$ cat src/sv/frc_pkg.sv
// Shared constants, lookup tables and control structs of the formant resonator cascade.
// No dependencies; the files that use it refer to it by scoped names.
package frc_pkg;

  localparam int SECTIONS    = 8;
  localparam int SAMPLE_BITS = 24;
  localparam int TABLE_BITS  = 10;

  localparam int SEC_W  = (SECTIONS > 1) ? $clog2(SECTIONS) : 1;
  localparam int TBL_N  = 1 << TABLE_BITS;
  localparam int TBL_Q  = 1 << (TABLE_BITS - 2);
  localparam int FR_W   = 32 - TABLE_BITS;
  localparam int HIST_W = 40;
  localparam int COEF_W = 24;

  localparam logic [1:0] MODE_BYPASS = 2'd0;
  localparam logic [1:0] MODE_ONE    = 2'd1;
  localparam logic [1:0] MODE_TWO    = 2'd2;

  localparam logic signed [31:0] CLOSE_TO_ONE = 32'sd1073740750;
  localparam logic [20:0]        SCALE_Q20    = 21'd1038090;
  localparam logic [19:0]        PI_LOG2E_Q16 = 20'd297034;

  typedef logic signed [31:0] cos_rom_t [TBL_Q + 1];
  typedef logic signed [31:0] exp_rom_t [TBL_N + 1];

  typedef struct packed {
    logic             valid;
    logic [2:0]       sec;
    logic [15:0]      fhz;
    logic [15:0]      bhz;
    logic             defined;
  } upd_req_t;

  typedef struct packed {
    logic                     we;
    logic [SEC_W-1:0]         addr;
    logic [1:0]               mode;
    logic signed [COEF_W-1:0] c1;
    logic signed [COEF_W-1:0] c2;
  } coef_wr_t;

  typedef struct packed {
    logic                          valid;
    logic signed [SAMPLE_BITS-1:0] sample;
    logic                          sos;
  } filt_req_t;

  typedef struct packed {
    logic                          done;
    logic signed [SAMPLE_BITS-1:0] sample;
    logic                          clip;
  } filt_rsp_t;

  // Quarter-wave cosine in Q30 from a truncated Taylor series
  function automatic cos_rom_t build_cos();
    cos_rom_t    tab;
    logic [63:0] x;
    logic [63:0] x2;
    logic [63:0] t;
    longint      sum;
    for (int i = 0; i <= TBL_Q; i++) begin
      x   = (64'd1686629713 * 64'(i)) / 64'(TBL_Q);
      x2  = (x * x) >> 30;
      t   = 64'd1 << 30;
      sum = longint'(1) << 30;
      for (int k = 1; k <= 12; k++) begin
        t = ((t * x2) >> 30) / 64'((2 * k - 1) * (2 * k));
        if ((k % 2) == 1) sum = sum - longint'(t);
        else sum = sum + longint'(t);
      end
      if (sum < 0) sum = 0;
      if (sum > (longint'(1) << 30)) sum = longint'(1) << 30;
      tab[i] = 32'(sum);
    end
    return tab;
  endfunction

  // 2^-(i/TBL_N) in Q30
  function automatic exp_rom_t build_exp();
    exp_rom_t    tab;
    logic [63:0] y;
    logic [63:0] t;
    longint      sum;
    for (int i = 0; i <= TBL_N; i++) begin
      y   = (64'd744261118 * 64'(i)) / 64'(TBL_N);
      t   = 64'd1 << 30;
      sum = longint'(1) << 30;
      for (int k = 1; k <= 14; k++) begin
        t = ((t * y) >> 30) / 64'(k);
        if ((k % 2) == 1) sum = sum - longint'(t);
        else sum = sum + longint'(t);
      end
      tab[i] = 32'(sum);
    end
    return tab;
  endfunction

  localparam cos_rom_t COS_TAB = build_cos();
  localparam exp_rom_t EXP_TAB = build_exp();

  // Full-wave cosine from the quarter table by symmetry
  function automatic logic signed [31:0] cos_at(input logic [TABLE_BITS-1:0] p);
    logic [1:0]            q;
    logic [TABLE_BITS-2:0] jf;
    logic [TABLE_BITS-2:0] jr;
    q  = p[TABLE_BITS-1 -: 2];
    jf = {1'b0, p[TABLE_BITS-3:0]};
    jr = (TABLE_BITS - 1)'(TBL_Q) - jf;
    case (q)
      2'd0:    return COS_TAB[jf];
      2'd1:    return -COS_TAB[jr];
      2'd2:    return -COS_TAB[jf];
      default: return COS_TAB[jr];
    endcase
  endfunction

endpackage

$ cat src/sv/frc_ram.sv
// Generic single-write, single-read synchronous RAM with registered read data.
// No dependencies.
module frc_ram #(
  parameter int WIDTH = 8,
  parameter int DEPTH = 8
) (
  input  logic                                   clk_i,
  input  logic                                   we_i,
  input  logic [((DEPTH > 1) ? $clog2(DEPTH) : 1)-1:0] waddr_i,
  input  logic [WIDTH-1:0]                       wdata_i,
  input  logic [((DEPTH > 1) ? $clog2(DEPTH) : 1)-1:0] raddr_i,
  output logic [WIDTH-1:0]                       rdata_o
);
  logic [WIDTH-1:0] mem_q [DEPTH];
  logic [WIDTH-1:0] rdata_q;

  always_ff @(posedge clk_i) begin
    if (we_i) begin
      mem_q[waddr_i] <= wdata_i;
    end
    rdata_q <= mem_q[raddr_i];
  end

  assign rdata_o = rdata_q;
endmodule

$ cat src/sv/frc_filt.sv
// Filter sequencer: runs a sample through the sections, coefficients and histories in RAM.
// Depends on frc_pkg and frc_ram.
module frc_filt (
  input  logic               clk_i,
  input  logic               rst_ni,
  input  frc_pkg::filt_req_t req_i,
  input  frc_pkg::coef_wr_t  wr_i,
  input  logic               scale_on_i,
  input  logic               out_free_i,
  output frc_pkg::filt_rsp_t rsp_o
);
  localparam int SW = frc_pkg::SEC_W;
  localparam int HW = frc_pkg::HIST_W;
  localparam int CW = frc_pkg::COEF_W;
  localparam int NS = frc_pkg::SECTIONS;
  localparam int XW = frc_pkg::SAMPLE_BITS;

  localparam logic [2:0] F_IDLE = 3'd0;
  localparam logic [2:0] F_RD   = 3'd1;
  localparam logic [2:0] F_M1   = 3'd2;
  localparam logic [2:0] F_M2   = 3'd3;
  localparam logic [2:0] F_WB   = 3'd4;
  localparam logic [2:0] F_SC   = 3'd5;
  localparam logic [2:0] F_OUT  = 3'd6;

  logic [2:0]           state_q, state_d;
  logic [SW-1:0]        sec_q;
  logic [NS-1:0]        cv_q, hv_q;
  logic signed [HW-1:0] x_q, y1_q, y2_q;
  logic signed [CW-1:0] c2_q;
  logic [1:0]           mode_q;
  logic signed [64:0]   p1_q, p2_q;
  logic                 clip_q;

  logic [SW-1:0]        rd_addr;
  logic [2+2*CW-1:0]    coef_rd;
  logic [2*HW-1:0]      hist_rd;
  logic                 cvld, hvld;
  logic signed [HW-1:0] h_y1, h_y2;
  logic signed [CW-1:0] k_c1, k_c2;
  logic signed [HW-1:0] ma;
  logic signed [24:0]   mb;
  logic signed [64:0]   prod;
  logic signed [65:0]   diff;
  logic signed [43:0]   acc;
  logic signed [44:0]   sum;
  logic signed [HW-1:0] y;
  logic                 y_sat;
  logic                 last;
  logic signed [64:0]   scaled;
  logic signed [XW-1:0] o_val;
  logic                 o_sat;

  assign rd_addr = (state_q == F_WB) ? SW'(sec_q + 1'b1) : sec_q;

  frc_ram #(.WIDTH(2 + 2 * CW), .DEPTH(NS)) u_coef_ram (
    .clk_i   (clk_i),
    .we_i    (wr_i.we),
    .waddr_i (wr_i.addr),
    .wdata_i ({wr_i.mode, wr_i.c1, wr_i.c2}),
    .raddr_i (rd_addr),
    .rdata_o (coef_rd)
  );

  frc_ram #(.WIDTH(2 * HW), .DEPTH(NS)) u_hist_ram (
    .clk_i   (clk_i),
    .we_i    (state_q == F_WB),
    .waddr_i (sec_q),
    .wdata_i ({y, y1_q}),
    .raddr_i (rd_addr),
    .rdata_o (hist_rd)
  );

  // Entries never written read as zero / bypass
  assign cvld = cv_q[sec_q];
  assign hvld = hv_q[sec_q];
  assign h_y1 = hvld ? hist_rd[2*HW-1:HW] : '0;
  assign h_y2 = hvld ? hist_rd[HW-1:0] : '0;
  assign k_c1 = cvld ? coef_rd[2*CW-1:CW] : '0;
  assign k_c2 = cvld ? coef_rd[CW-1:0] : '0;

  always_comb begin
    ma = '0;
    mb = '0;
    case (state_q)
      F_M1: begin
        ma = h_y1;
        mb = 25'(k_c1);
      end
      F_M2: begin
        ma = y2_q;
        mb = 25'(c2_q);
      end
      F_SC: begin
        ma = x_q;
        mb = 25'(frc_pkg::SCALE_Q20);
      end
      default: ;
    endcase
  end

  assign prod = ma * mb;
  assign diff = 66'(p1_q) - 66'(p2_q);
  assign acc  = 44'((diff + (66'sd1 <<< 21)) >>> 22);
  assign sum  = ((mode_q == frc_pkg::MODE_ONE) || (mode_q == frc_pkg::MODE_TWO))
                ? (45'(x_q) + 45'(acc)) : 45'(x_q);

  always_comb begin
    y_sat = 1'b1;
    if (sum > 45'sh7F_FFFF_FFFF) y = {1'b0, {(HW-1){1'b1}}};
    else if (sum < -45'sh80_0000_0000) y = {1'b1, {(HW-1){1'b0}}};
    else begin
      y     = HW'(sum);
      y_sat = 1'b0;
    end
  end

  assign last   = (sec_q == SW'(NS - 1));
  assign scaled = scale_on_i ? ((p1_q + (65'sd1 <<< 19)) >>> 20) : 65'(x_q);

  always_comb begin
    o_sat = 1'b1;
    if (scaled > 65'(2 ** (XW - 1) - 1)) o_val = {1'b0, {(XW-1){1'b1}}};
    else if (scaled < -65'(2 ** (XW - 1))) o_val = {1'b1, {(XW-1){1'b0}}};
    else begin
      o_val = XW'(scaled);
      o_sat = 1'b0;
    end
  end

  always_comb begin
    state_d = state_q;
    case (state_q)
      F_IDLE: if (req_i.valid) state_d = F_RD;
      F_RD:   state_d = F_M1;
      F_M1:   state_d = F_M2;
      F_M2:   state_d = F_WB;
      F_WB:   state_d = last ? F_SC : F_M1;
      F_SC:   state_d = F_OUT;
      F_OUT:  if (out_free_i) state_d = F_IDLE;
      default: state_d = F_IDLE;
    endcase
  end

  always_ff @(posedge clk_i or negedge rst_ni) begin
    if (!rst_ni) begin
      state_q <= F_IDLE;
      cv_q    <= '0;
      hv_q    <= '0;
    end else begin
      state_q <= state_d;
      if (wr_i.we) cv_q[wr_i.addr] <= 1'b1;
      if (state_q == F_IDLE && req_i.valid && req_i.sos) hv_q <= '0;
      if (state_q == F_WB) hv_q[sec_q] <= 1'b1;
    end
  end

  always_ff @(posedge clk_i) begin
    case (state_q)
      F_IDLE: begin
        sec_q  <= '0;
        x_q    <= HW'(req_i.sample);
        clip_q <= 1'b0;
      end
      F_M1: begin
        p1_q   <= prod;
        y1_q   <= h_y1;
        y2_q   <= h_y2;
        c2_q   <= k_c2;
        mode_q <= cvld ? coef_rd[2*CW+1:2*CW] : frc_pkg::MODE_BYPASS;
      end
      F_M2: p2_q <= prod;
      F_WB: begin
        x_q    <= y;
        clip_q <= clip_q | y_sat;
        sec_q  <= SW'(sec_q + 1'b1);
      end
      F_SC: p1_q <= prod;
      default: ;
    endcase
  end

  assign rsp_o.done   = (state_q == F_OUT) && out_free_i;
  assign rsp_o.sample = o_val;
  assign rsp_o.clip   = clip_q | o_sat;
endmodule

$ cat config.mk
export PLATFORM = sky130hd
export DESIGN_NAME = frc_filt
export DESIGN_NICKNAME = d
export VERILOG_FILES = /design/src/sv/frc_pkg.sv /design/src/sv/frc_ram.sv /design/src/sv/frc_filt.sv
export SDC_FILE = /design/constraint.sdc
export NUM_CORES = 2
export LEC_CHECK = 0
export BUFFER_PORTS_ARGS = -buffer_cell sky130_fd_sc_hd__buf_2
export CAP_MARGIN = 20
export CORE_MARGIN = 2
export CORE_UTILIZATION = 60
export CTS_CLUSTER_DIAMETER = 120
export DETAILED_ROUTE_END_ITERATION = 16
export GPL_ROUTABILITY_DRIVEN = 0
export PLACE_DENSITY_LB_ADDON = 0.05
export SKIP_LAST_GASP = 1
export SLEW_MARGIN = 20
export SYNTH_ARGS = -nofsm -noshare
export SYNTH_HDL_FRONTEND = slang
export SYNTH_HIERARCHICAL = 1
export SYNTH_SLANG_ARGS = --single-unit
$ cat constraint.sdc
create_clock -name clk_i -period 14.4 [get_ports clk_i]
set_clock_uncertainty 0.1 [all_clocks]
set_input_delay 4.32 -clock clk_i [delete_from_list [all_inputs] [get_ports clk_i]]
set_output_delay 4.32 -clock clk_i [all_outputs]
set_load 0.03 [all_outputs]
==> results.sh <==
export IMPL_clk_path_buf_depth=3
export IMPL_core_sq_um=158000
export IMPL_crit_top_cell="buf_2"
export IMPL_vias=58231
export IMPL_nFillCells=11753
export IMPL_crit_required_ns=9.98
export IMPL_vias_per_cell=6.036
export IMPL_hpwlAfterDp_um=170700
export IMPL_postSynthCellCount=7373
export IMPL_yosys_area_top_type="edfxtp_1"
export IMPL_synth_compound_area_share_pct=5.358
export IMPL_yosys_top_cells_count="edfxtp_1 (1320), inv_1 (1084), fa_1 (1004)"
export IMPL_rsz0062_at_grt="false"
export IMPL_netlist_area_sq_um=95310
export IMPL_synth_distinct_cells=88
export IMPL_cts_buffers=154
export IMPL_start_kind="input port"
export IMPL_worst_slew_pin_slew_ns=1.248
export IMPL_initial_core_util_pct=60.32
export IMPL_synth_most_common_cell="edfxtp_1"
export IMPL_antenna_found_initial=9
export IMPL_ys_seq_elements=1469
export IMPL_crit_buf_inv=2
export IMPL_netlist_top_cells_area="edfxtp_1 (42%), fa_1 (21%), ha_1 (4.5%)"
export IMPL_portBuffers=109
export IMPL_yosys_area_share_simple_pct=7.799
export IMPL_cts_sinks=1469
export IMPL_pin_count=110
export IMPL_cp_top_family="simple AND/OR/NAND/NOR gates"
export IMPL_cts_hold_buffers=0
export IMPL_grt_max_degree=135
export IMPL_grt_use_total_pct=30.34
export IMPL_cpPeakStageDelay_ns=0.87
export IMPL_drc=0
export IMPL_die_h_um=402.6
export IMPL_ant_nets=0
export IMPL_slew_viol_final=0
export IMPL_ys_flop_type="edfxtp_1"
export IMPL_slew_headroom_pct=16.22
export IMPL_cts_tree="done"
export IMPL_syn_to_final_growth_pct=8.700
export IMPL_dieArea_sq_um=162100
export IMPL_clk_pin_slew_ns=0.05
export IMPL_dieWidth_um=402.6
export IMPL_path_max_fanout=40
export IMPL_synth_area_per_cell_sq_um=12.93
export IMPL_synth_xor_area_share_pct=1.764
export IMPL_synth_mux_area_fraction_pct=8.776
export IMPL_setup_tns_ns=0
export IMPL_yosysSeqAreaShare_pct=44.82
export IMPL_max_freq_mhz=83.49
export IMPL_period_needed_ns=11.98
export IMPL_grt_pass1_vias=59731
export IMPL_yosysTopAreaCellShare_pct=41.59
export IMPL_end_kind="primary output"
export IMPL_wl_um=241100
export IMPL_grt_ovfl_total=0
export IMPL_row_count=146
export IMPL_post_cts_resize_count=0
export IMPL_wl_per_cell_um=24.99
export IMPL_setup_viol=0
export IMPL_cp_slowest_cell="nor3_2"
export IMPL_cap_violations=0
export IMPL_fin_nets=8875
export IMPL_synth_nets=8806
export IMPL_clk_insertion_delay_late_ns=0.81
export IMPL_yosysWarnings=6
export IMPL_synth_edff_count=1320
export IMPL_synth_adder_area_share_pct=25.62
export IMPL_synth_top_family_by_area="adder cells"
export IMPL_outcome="finished, final reports clean"
export IMPL_drive_gt1_share_pct=11.93
export IMPL_ys_async_sr_fraction_pct=1.293
export IMPL_dr_pass1_iters=7
export IMPL_post_cts_setup_buffer_count=0
export IMPL_criticalPathCategory="input port to primary output"
export IMPL_drtIter0Drc=5468
export IMPL_report_final_hold_viol_count=0
export IMPL_h_tree_depth=4
export IMPL_hold_path_class="register to register"
export IMPL_cp_cell_sequence="buf_2, nor2_1, a21oi_1, o21a_1, nand4_1, or4_1, nor3_2, nor2_2, o21ai_0, buf_2"
export IMPL_grt_pass1_wl_um=365600
export IMPL_crit_arrival_ns=7.56
export IMPL_cts_root_buf="clkbuf_16"
export IMPL_min_period_over_period_pct=83.18
sequential cells by signal (all words and copies together), names as in the netlist, 8 cells and up:
name	cells
y2_q	40
x_q	40
p2_q	65
c2_q	24
u_coef_ram/mem_q	400
u_hist_ram/mem_q	640
y1_q	40
u_coef_ram/rdata_o	50
u_hist_ram/rdata_o	80
p1_q	65
cv_q	8
hv_q	8
cell type report:
| cell class | instances | area (sq um) | area share (%) |
|---|---|---|---|
| sequential | 1469 | 42720 | 41.23 |
| timing repair buffer | 260 | 1727 | 1.667 |
| multi-input combinational | 4472 | 47310 | 45.66 |
| clock inverter | 77 | 898.4 | 0.8672 |
| tap | 2072 | 2592 | 2.502 |
| clock buffer | 212 | 4284 | 4.135 |
| inverter | 1085 | 4073 | 3.931 |
| antenna | 1 | 2.502 | 0.002415 |
through the flow:
step,cell area (sq um),worst slack (ns),hold slack [ns],util (%),std cells
6_report,103600,2.422,0.3750,65.56,9648
3_5_place_dp,98400,2.599,0.3586,62.27,9356
5_1_grt,103600,2.089,0.3997,65.56,9648
4_1_cts,103600,2.595,0.3709,65.55,9645
3_3_place_gp,98400,2.789,0.3486,62.27,9356
2_1_floorplan,95310,3.094,0.3233,-,7373
routing by layer:
metal	vias up	track usage, %	wire (um)
met1	30178	41.89	97850
met2	2337	48.64	114600
met5	-	0	77
met3	496	5.658	19320
li1	25208	-	-
met4	12	11.25	9299
placed cells by master (no fill, tap or decap), types with 130 or more instances in the layout:
cell       synthesis  layout
edfxtp_1        1320    1320
inv_1           1084    1084
fa_1            1004    1004
nand2_1          800     799
nor2_1           542     526
ha_1             345     345
a21oi_1          179     179
mux2_2           177     177
mux4_2           164     164
clkbuf_16          0     156
buf_4              1     145
o21ai_0          130     130
dfxtp_1          130     130
final timing paths:
path                                             start                      to  slack (ns)  cells past startpoint
worst max-delay path                        scale_on_i               rsp_o[14]        2.42                     10
worst max register to register  sec_q[1]$_SDFFCE_PN0P_      p2_q[64]$_DFFE_PN_        2.62                     31
worst min-delay path               cv_q[5]$_DFFE_PN0P_     cv_q[5]$_DFFE_PN0P_        0.37                      1
min in group asynchronous                       rst_ni       hv_q[4]$_DFF_PN0_        3.36                      1
worst min register to register     cv_q[5]$_DFFE_PN0P_     cv_q[5]$_DFFE_PN0P_        0.37                      1
max in group asynchronous                       rst_ni  state_q[0]$_DFFE_PN0P_       10.51                      1
cell families (layout without fill, tap and decap cells):
kind of cell | after synthesis | count (layout)
simple gates | 1731 | 1731
buf+inv | 1432 | 1634
flops | 1469 | 1469
xor+xnor | 192 | 192
fa+ha+maj | 1349 | 1349
mux | 446 | 446
other cells | 0 | 1
compound gates | 754 | 754
Power is not shown: default switching activity piles up to over one toggle a cycle in this logic, so the estimate is an artifact.
